==> src/rtl/core/datm_pkg.sv <==
package datm_pkg;

    localparam int NUM_BANKS_DEF   = 8;
    localparam int QUEUE_DEPTH_DEF = 4;
    localparam int TIME_W          = 63;

    typedef enum logic [2:0] {
        CMD_OTHER    = 3'd0,
        CMD_ACTIVATE = 3'd1,
        CMD_READ     = 3'd2,
        CMD_READ_AP  = 3'd3,
        CMD_WRITE    = 3'd4,
        CMD_WRITE_AP = 3'd5
    } t_command;

    typedef struct packed {
        logic [2:0]        command;
        logic [3:0]        bank;
        logic [TIME_W-1:0] event_time;
    } t_cmd_item;

    typedef struct packed {
        logic [TIME_W-1:0] latency;
        logic [TIME_W-1:0] access_time;
        logic [TIME_W-1:0] gap_from_previous;
        logic              first_measurement;
        logic [TIME_W-1:0] min_latency;
        logic [2:0]        access_bank;
    } t_result;

    // access to a pending bank, handed from front to back
    typedef struct packed {
        logic [2:0]        bank;
        logic [TIME_W-1:0] access_time;
        logic [TIME_W-1:0] activate_time;
    } t_access;

endpackage

==> src/rtl/core/datm_front.sv <==
module datm_front
    import datm_pkg::*;
#(
    parameter int NUM_BANKS = NUM_BANKS_DEF
) (
    input  logic      i_clk,
    input  logic      i_rst_n,
    input  logic      i_valid,
    input  t_cmd_item i_cmd,
    input  logic      i_full,
    output logic      o_push,
    output t_access   o_entry
);

    localparam int BANK_W = $clog2(NUM_BANKS);

    logic [TIME_W-1:0]    r_act_time [NUM_BANKS];
    logic [NUM_BANKS-1:0] r_pending;
    logic [NUM_BANKS-1:0] n_pending;

    logic              accept;
    logic              in_range;
    logic              is_act;
    logic              is_access;
    logic [BANK_W-1:0] idx;

    always_comb begin
        accept    = i_valid && !i_full;
        in_range  = ({1'b0, i_cmd.bank} < 5'(NUM_BANKS));
        idx       = i_cmd.bank[BANK_W-1:0];
        is_act    = 1'b0;
        is_access = 1'b0;
        unique case (t_command'(i_cmd.command))
            CMD_ACTIVATE: is_act = 1'b1;
            CMD_READ, CMD_READ_AP, CMD_WRITE, CMD_WRITE_AP: is_access = 1'b1;
            default: begin
                is_act    = 1'b0;
                is_access = 1'b0;
            end
        endcase

        o_push = accept && in_range && is_access && r_pending[idx];
        o_entry.bank          = i_cmd.bank[2:0];
        o_entry.access_time   = i_cmd.event_time;
        o_entry.activate_time = r_act_time[idx];

        n_pending = r_pending;
        if (accept && in_range && is_act) begin
            n_pending[idx] = 1'b1;
        end else if (o_push) begin
            n_pending[idx] = 1'b0;
        end
    end

    always_ff @(posedge i_clk) begin
        if (!i_rst_n) begin
            r_pending <= '0;
        end else begin
            r_pending <= n_pending;
        end
    end

    // times are only read while the pending mark is set, so no reset
    always_ff @(posedge i_clk) begin
        if (accept && in_range && is_act) begin
            r_act_time[idx] <= i_cmd.event_time;
        end
    end

endmodule

==> src/rtl/core/datm_queue.sv <==
module datm_queue
    import datm_pkg::*;
#(
    parameter int QUEUE_DEPTH = QUEUE_DEPTH_DEF
) (
    input  logic    i_clk,
    input  logic    i_rst_n,
    input  logic    i_push,
    input  t_access i_entry,
    output logic    o_full,
    output logic    o_valid,
    output t_access o_entry,
    input  logic    i_pop
);

    localparam int PTR_W = (QUEUE_DEPTH > 1) ? $clog2(QUEUE_DEPTH) : 1;
    localparam int CNT_W = $clog2(QUEUE_DEPTH + 1);

    t_access    r_mem [QUEUE_DEPTH];
    logic [PTR_W-1:0] r_wr_ptr;
    logic [PTR_W-1:0] r_rd_ptr;
    logic [CNT_W-1:0] r_count;
    logic [PTR_W-1:0] n_wr_ptr;
    logic [PTR_W-1:0] n_rd_ptr;
    logic [CNT_W-1:0] n_count;

    always_comb begin
        o_full  = (r_count == CNT_W'(QUEUE_DEPTH));
        o_valid = (r_count != '0);
        o_entry = r_mem[r_rd_ptr];

        n_wr_ptr = r_wr_ptr;
        n_rd_ptr = r_rd_ptr;
        n_count  = r_count;
        if (i_push) begin
            n_wr_ptr = (r_wr_ptr == PTR_W'(QUEUE_DEPTH - 1)) ? '0 : r_wr_ptr + 1'b1;
        end
        if (i_pop) begin
            n_rd_ptr = (r_rd_ptr == PTR_W'(QUEUE_DEPTH - 1)) ? '0 : r_rd_ptr + 1'b1;
        end
        if (i_push && !i_pop) begin
            n_count = r_count + 1'b1;
        end else if (!i_push && i_pop) begin
            n_count = r_count - 1'b1;
        end
    end

    always_ff @(posedge i_clk) begin
        if (!i_rst_n) begin
            r_wr_ptr <= '0;
            r_rd_ptr <= '0;
            r_count  <= '0;
        end else begin
            r_wr_ptr <= n_wr_ptr;
            r_rd_ptr <= n_rd_ptr;
            r_count  <= n_count;
        end
    end

    always_ff @(posedge i_clk) begin
        if (i_push) begin
            r_mem[r_wr_ptr] <= i_entry;
        end
    end

endmodule

==> src/rtl/core/datm_back.sv <==
module datm_back
    import datm_pkg::*;
(
    input  logic    i_clk,
    input  logic    i_rst_n,
    input  logic    i_valid,
    input  t_access i_entry,
    output logic    o_pop,
    output logic    o_valid,
    output t_result o_result,
    input  logic    i_stall
);

    logic              r_valid;
    t_result           r_result;
    logic [TIME_W-1:0] r_smallest;
    logic [TIME_W-1:0] r_prev_time;
    logic              r_measured;

    logic [TIME_W-1:0] lat;
    logic [TIME_W-1:0] gap;
    logic [TIME_W-1:0] n_smallest;
    t_result           n_result;

    always_comb begin
        o_pop = i_valid && (!r_valid || !i_stall);

        // time running backwards clamps to zero
        lat = (i_entry.access_time >= i_entry.activate_time)
            ? i_entry.access_time - i_entry.activate_time : '0;
        if (r_measured && (i_entry.access_time >= r_prev_time)) begin
            gap = i_entry.access_time - r_prev_time;
        end else begin
            gap = '0;
        end
        n_smallest = (lat < r_smallest) ? lat : r_smallest;

        n_result.latency           = lat;
        n_result.access_time       = i_entry.access_time;
        n_result.gap_from_previous = gap;
        n_result.first_measurement = !r_measured;
        n_result.min_latency       = n_smallest;
        n_result.access_bank       = i_entry.bank;

        o_valid  = r_valid;
        o_result = r_result;
    end

    always_ff @(posedge i_clk) begin
        if (!i_rst_n) begin
            r_valid     <= 1'b0;
            r_smallest  <= '1;
            r_prev_time <= '0;
            r_measured  <= 1'b0;
        end else begin
            if (o_pop) begin
                r_valid     <= 1'b1;
                r_smallest  <= n_smallest;
                r_prev_time <= i_entry.access_time;
                r_measured  <= 1'b1;
            end else if (!i_stall) begin
                r_valid <= 1'b0;
            end
        end
    end

    always_ff @(posedge i_clk) begin
        if (o_pop) begin
            r_result <= n_result;
        end
    end

endmodule

==> src/rtl/core/dram_activate_to_access_latency_unit.sv <==
// Activate-to-access (tRCD) latency monitor. Takes one decoded DRAM command
// transaction per clock while o_stall is low: activates record a per-bank
// timestamp, and a read or write (with or without auto-precharge) to a bank
// with a pending activate produces one measurement transaction holding the
// latency, access time, gap from the previous measurement and running minimum
// latency. Commands to banks at or above NUM_BANKS are dropped. A measurement
// is written into the queue at the edge that accepts its command, and then into
// the output register once that register is empty or not stalled. Up to
// QUEUE_DEPTH measurements are held between the command tracker and the output
// stage, one more sits in the output register, and o_stall rises only when
// that queue is full because the output side has been stalling.
module dram_activate_to_access_latency_unit
    import datm_pkg::*;
#(
    parameter int NUM_BANKS   = NUM_BANKS_DEF,
    parameter int QUEUE_DEPTH = QUEUE_DEPTH_DEF
) (
    input  logic      i_clk,
    input  logic      i_rst_n,
    input  logic      i_valid,
    output logic      o_stall,
    input  t_cmd_item i_cmd,
    output logic      o_valid,
    input  logic      i_stall,
    output t_result   o_result
);

    logic    push;
    logic    full;
    logic    q_valid;
    logic    pop;
    t_access push_entry;
    t_access q_entry;

    assign o_stall = full;

    datm_front #(
        .NUM_BANKS (NUM_BANKS)
    ) u_front (
        .i_clk   (i_clk),
        .i_rst_n (i_rst_n),
        .i_valid (i_valid),
        .i_cmd   (i_cmd),
        .i_full  (full),
        .o_push  (push),
        .o_entry (push_entry)
    );

    datm_queue #(
        .QUEUE_DEPTH (QUEUE_DEPTH)
    ) u_queue (
        .i_clk   (i_clk),
        .i_rst_n (i_rst_n),
        .i_push  (push),
        .i_entry (push_entry),
        .o_full  (full),
        .o_valid (q_valid),
        .o_entry (q_entry),
        .i_pop   (pop)
    );

    datm_back u_back (
        .i_clk    (i_clk),
        .i_rst_n  (i_rst_n),
        .i_valid  (q_valid),
        .i_entry  (q_entry),
        .o_pop    (pop),
        .o_valid  (o_valid),
        .o_result (o_result),
        .i_stall  (i_stall)
    );

endmodule

==> config.mk <==
export PLATFORM = sky130hd
export DESIGN_NAME = dram_activate_to_access_latency_unit
export DESIGN_NICKNAME = d
export VERILOG_FILES = /design/src/rtl/core/datm_pkg.sv /design/src/rtl/core/datm_front.sv /design/src/rtl/core/datm_queue.sv /design/src/rtl/core/datm_back.sv /design/src/rtl/core/dram_activate_to_access_latency_unit.sv
export SDC_FILE = /design/constraint.sdc
export NUM_CORES = 2
export LEC_CHECK = 0
export ABC_AREA = 0
export BUFFER_PORTS_ARGS = -buffer_cell sky130_fd_sc_hd__buf_2
export CAP_MARGIN = 5
export CORE_MARGIN = 1
export CORE_UTILIZATION = 60
export DETAILED_ROUTE_END_ITERATION = 8
export PLACE_DENSITY = 0.8
export SLEW_MARGIN = 20
export SYNTH_ARGS = -nofsm -noshare
export SYNTH_HDL_FRONTEND = slang
export SYNTH_SLANG_ARGS = --single-unit
==> constraint.sdc <==
create_clock -name i_clk -period 19.5 [get_ports i_clk]
set_input_delay 1.95 -clock i_clk [delete_from_list [all_inputs] [get_ports i_clk]]
set_output_delay 1.95 -clock i_clk [all_outputs]
set_load 0.01 [all_outputs]
# Word-level counts from Yosys, hierarchy flattened
# Memories as Yosys holds them, arrays and structs flattened. A register that Yosys moved wholly into a read port is not among the register bits.
# Index checks and enable logic that the tools add are counted.
# word_totals
ff_bits,399
ram_bits,1020
out_inout_bits,258
mem_count,2
# memory_table
memory,words,word_bits,rd,rd_ports_with_merged_regs,write_ports,line,text
u_queue.r_mem,4,129,1,1,1,datm_queue.sv:19,t_access r_mem [QUEUE_DEPTH];
u_front.r_act_time,8,63,1,0,1,datm_front.sv:17,logic [TIME_W-1:0] r_act_time [NUM_BANKS];
# classes
n_addsub,6
n_lt_le_gt_ge,6
eq_ne,9
muxes,22
bitwise,3
reduce_logical,21
# ops
operator,count
63-bit greater-or-equal comparator,2
63-bit two-way mux,2
63-bit subtractor,2
63-bit less-than comparator,1
8-bit two-way mux,2
1-bit logical AND,10
1-bit two-way mux,10
"3-bit equality test, second input constant",3
8-bit bitwise AND,1
2-bit two-way mux,4
8-bit NOT,1
8-bit bitwise OR,1
"3-bit by 2-bit equality test with 1-bit output, second input constant",2
1-bit zero test,6
3-bit two-way mux,2
"2-bit by 1-bit adder with 2-bit output, second input constant",2
"2-bit equality test, second input constant",2
"3-bit by 4-bit less-than comparator with 1-bit output, second input constant",1
"4-bit less-than comparator, second input constant",1
2-bit nonzero test,2
4-bit OR reduction,1
"3-bit by 1-bit adder with 3-bit output, second input constant",1
1-bit binary-select mux with 3-bit select,1
1-bit demux with 3-bit select,1
other kinds (6),6

# Logic depth before layout (Yosys ltp)
# logic_depth
depth_word,10
depth_mapped,31
mapped_depth_nobuf,27

# Modules after synthesis
# Synthesis repeated with hierarchy kept, for this count alone.
# unflattened
hier_cells,4251
hier_area_um2,62413.6
# modules_own_cells
module,instances,cells_per_inst,area_per_inst_um2
datm_back,1,2453,23374.9
datm_front,1,1081,19957.9
datm_queue,1,717,19080.8

# Worst setup path after synthesis
# No wires, ideal clock.
# synth_path
path_kind,input-to-reg
startpoint,input port i_stall
endpoint,"register u_back.r_result, in the netlist u_back.o_result[0] (enable)"
arrival_time_ns,9.486
required_ns,18.778
path_slack_ns,9.293
path_stages,4
n_path_buf,2
cell_sequence,a21o_1 > clkbuf_1 > inv_1 > clkbuf_1
# synth_between
elab_chain_len,3
# synth_lines
element,line,text
start: declaration,dram_activate_to_access_latency_unit.sv:24,"input logic i_stall,"
1-bit zero test,datm_back.sv:26,o_pop = i_valid && (!r_valid || !i_stall);
1-bit logical OR,datm_back.sv:26,
1-bit logical AND,datm_back.sv:26,
via pop,dram_activate_to_access_latency_unit.sv:31,logic pop;
end signal: assignment,datm_back.sv:69,r_result <= n_result;
end: declaration,datm_back.sv:15,t_result r_result;
# The timed path passes the listed nets, and every way through them passes these cells.
# A chain may end at the register's enable or synchronous reset.

==> flow_metrics.env <==
export IMPL_status="finished clean"
export IMPL_synth_seq_cells=1421
export IMPL_dpl_cell_area_um2=62800
export IMPL_fin_nets=4635
export IMPL_clk_latency_ns=0.75
export IMPL_async_flop_share_pct=0
export IMPL_cap_violations=0
export IMPL_fp_dieH_um=318
export IMPL_port_buffers=331
export IMPL_via_per_inst=6.61
export IMPL_total_power_uw=11500
export IMPL_h_tree_depth=4
export IMPL_clock_skew_ns=0.0288
export IMPL_grtUsageTotal_pct=30.9
export IMPL_syn_num_nets=4312
export IMPL_setup_worst_path_start_class="register"
export IMPL_hold_violations=0
export IMPL_ir_worst_vdd_v=0.000113
export IMPL_fin_area_um2=67400
export IMPL_grt_pass1_wl_mm=232
export IMPL_cpPeakStageDelay_ns=0.80
export IMPL_grt_max_degree=133
export IMPL_drc=0
export IMPL_fillers=6220
export IMPL_grt_antenna_before_repair=21
export IMPL_cp_arrival_ns=10.56
export IMPL_drive_above_1_share_pct=18.8
export IMPL_postSynthCellCount=4040
export IMPL_root_buffer="clkbuf_16"
export IMPL_critPathKind="reg2reg"
export IMPL_critPathMaxFanout=74
export IMPL_cts_buffer_depth=3
export IMPL_multi_input_area_um2=17000
export IMPL_cp_top_family="compound AO/OA/AOI/OAI gates"
export IMPL_wl_met1_mm=62.2
export IMPL_fmax_mhz=101
export IMPL_die_w_um=318
export IMPL_power_density_nw_per_um2=170
export IMPL_synthFlopType="edfxtp_1"
export IMPL_fin_crit_sh_pct=50.9
export IMPL_drv_slew=0
export IMPL_cp_common_cell="buf_4"
export IMPL_finalSetupViolCount=0
export IMPL_num_vias=38100
export IMPL_stdcell_count=5770
export IMPL_timing_setup_tns_ns=0
export IMPL_syn_to_final_growth_pct=12.5
export IMPL_dr_wl_met2_mm=73.7
export IMPL_first_pass_iters=6
export IMPL_synth_seq_area_share_pct=68.8
export IMPL_routed_wl_mm=160
export IMPL_cts_tree="built"
export IMPL_cts_buffers=135
export IMPL_syn_area_um2=59900
export IMPL_p_leak_uw=0.0242
export IMPL_clock_sinks=1421
export IMPL_overflow=0
export IMPL_synth_edf_count=1276
export IMPL_drt_iter0_drc=4939
export IMPL_fin_crit_ns=9.93
export IMPL_wl_per_cell_um=27.7
export IMPL_ant_nets=0
export IMPL_hold_class="reg2reg"
export IMPL_worst_slew_pin_slew_ns=1.16
export IMPL_grt_pass1_vias=36300
export IMPL_cts_resized=0
export IMPL_dp_cells=5511
export IMPL_coreArea_um2=98600
export IMPL_cts_hold_buf=0
export IMPL_top_layer_used="met5"
export IMPL_critPathBufInv=5
export IMPL_io_pins=332
export IMPL_cp_end_kind="register"
export IMPL_dieArea_um2=101000
export IMPL_rsz0062_at_grt="false"
export IMPL_reg2reg_slack_ns=9.57
export IMPL_slew_headroom_pct=23.0
export IMPL_seqCellArea_um2=41200
export IMPL_globalplace_congestion=0.991
export IMPL_path_clk_slew_ns=0.06
export IMPL_routed_wl_met3_mm=17.9
export IMPL_ys_types=86
export IMPL_required_ns=20.12
export IMPL_slowest_stage="buf_4"
export IMPL_ys_warn_count=0
export IMPL_postCtsSetupBuffers=0
export IMPL_hpwl_mm=99.0
export IMPL_avgSynthCellArea_um2=14.8
export IMPL_initial_core_util_pct=60.8
export IMPL_row_count=115
==> layout by cell type, fill, tap and decap left out, types with 107 or more instances in the layout <==
cell type | synthesis | final
nor2_1 | 194 | 192
a22oi_1 | 253 | 253
inv_1 | 241 | 232
mux4_2 | 129 | 129
dfxtp_1 | 145 | 143
o21ai_0 | 107 | 107
nand2_1 | 285 | 285
buf_2 | 18 | 331
a21oi_1 | 225 | 224
ha_1 | 195 | 195
clkbuf_16 | 0 | 139
nand4_1 | 107 | 107
edfxtp_1 | 1276 | 1276
==> cell usage after synthesis, drive strengths merged (40+ instances only) <==
master | instances | area [um^2]
a22oi | 253 | 1900
mux4 | 129 | 2910
a21oi | 225 | 1130
dfxtp | 145 | 2900
o211ai | 61 | 613
a21o | 88 | 661
nor2 | 196 | 746
o21ai | 112 | 568
nand2 | 285 | 1070
buf | 51 | 274
nand4 | 107 | 669
ha | 195 | 2440
inv | 242 | 908
xnor2 | 63 | 552
nand3 | 40 | 200
edfxtp | 1276 | 38300
clkbuf | 138 | 522
mux2 | 56 | 631
xor2 | 45 | 394
==> layer usage <==
metal / global-route usage, % / vias up
li1: - / 16300
met1: 44.2 / 18900
met2: 47.6 / 2590
met3: 5.99 / 342
met4: 10.8 / 22
met5: 0 / -
==> kinds of logic after synthesis <==
group                      Yosys count  synth area share, %
adders and majority gates          198                 4.17
and+or+nand+nor                    794                 6.28
AOI/OAI and AO/OA                  902                 10.4
buffers and inverters              431                 2.85
xor gates and xnor gates           108                 1.58
DFF                               1421                 68.8
muxes                              186                 5.92
==> stage by stage <==
| stage | util (%) | hold slack, ns | worst slack (ns) |
|---|---|---|---|
| 2_1_floorplan | - | 0.436 | 9.29 |
| 3_3_place_gp | 63.7 | 0.442 | 10.05 |
| 3_5_place_dp | 63.7 | 0.447 | 9.72 |
| 4_1_cts | 68.3 | 0.455 | 9.64 |
| 5_1_grt | 68.3 | 0.470 | 9.02 |
| 6_report | 68.3 | 0.454 | 9.57 |
==> where the power goes <==
part / leakage (uW) / internal, uW / switching, uW
clock: 0.00221 / 1530 / 1160
sequential: 0.0129 / 3980 / 212
combinational: 0.00905 / 1630 / 2970
total: 0.0242 / 7140 / 4340
==> sequential cells by signal, indices dropped and copies added (netlist names), named ones only <==
name,flops
u_front.r_act_time,504
u_queue.r_mem,516
u_back.r_smallest,63
u_queue.r_count,3
u_queue.r_rd_ptr,2
u_back.r_measured,1
u_back.o_valid,1
u_back.r_prev_time,63
u_back.o_result,256
u_queue.r_wr_ptr,2
==> final timing paths <==
kind,end,start,depth (start not counted)
setup reg to reg,u_back.r_smallest[21],register,27
hold / removal,u_back.r_prev_time[13],u_back.r_prev_time[13],2
hold reg to reg,u_back.r_prev_time[13],u_back.r_prev_time[13],2
setup / recovery,u_back.r_smallest[21],register,27
==> worst register-to-register path: stages, from the launching register on <==
cell       delay, ns
dfxtp_4         0.57
buf_4           0.67
buf_4           0.82
mux4_2          0.50
ha_1            0.39
a21oi_1         0.22
o21bai_1        0.09
a2111oi_0       0.49
o21bai_1        0.23
a221oi_2        0.42
a211oi_1        0.16
nand2b_1        0.21
a21oi_4         0.16
buf_4           0.61
nor2_1          0.26
ha_1            0.38
a21o_1          0.17
a21o_1          0.17
a2111oi_0       0.42
o311a_1         0.24
nand3_1         0.10
a2111oi_0       0.65
a31oi_4         0.19
nor2_4          0.11
buf_4           0.48
buf_4           0.70
nor2_1          0.13
a211o_1         0.28
==> final cells by class <==
class / instances / share of cell area (%)
timing repair buffer: 375 / 3.01
tap: 1287 / 2.39
multi-input combinational: 2188 / 25.3
inverter: 242 / 1.36
clock buffer: 178 / 5.45
sequential: 1421 / 61.2
antenna: 10 / 0.0371
clock inverter: 69 / 1.27
Power figures use the tool's default switching activity.
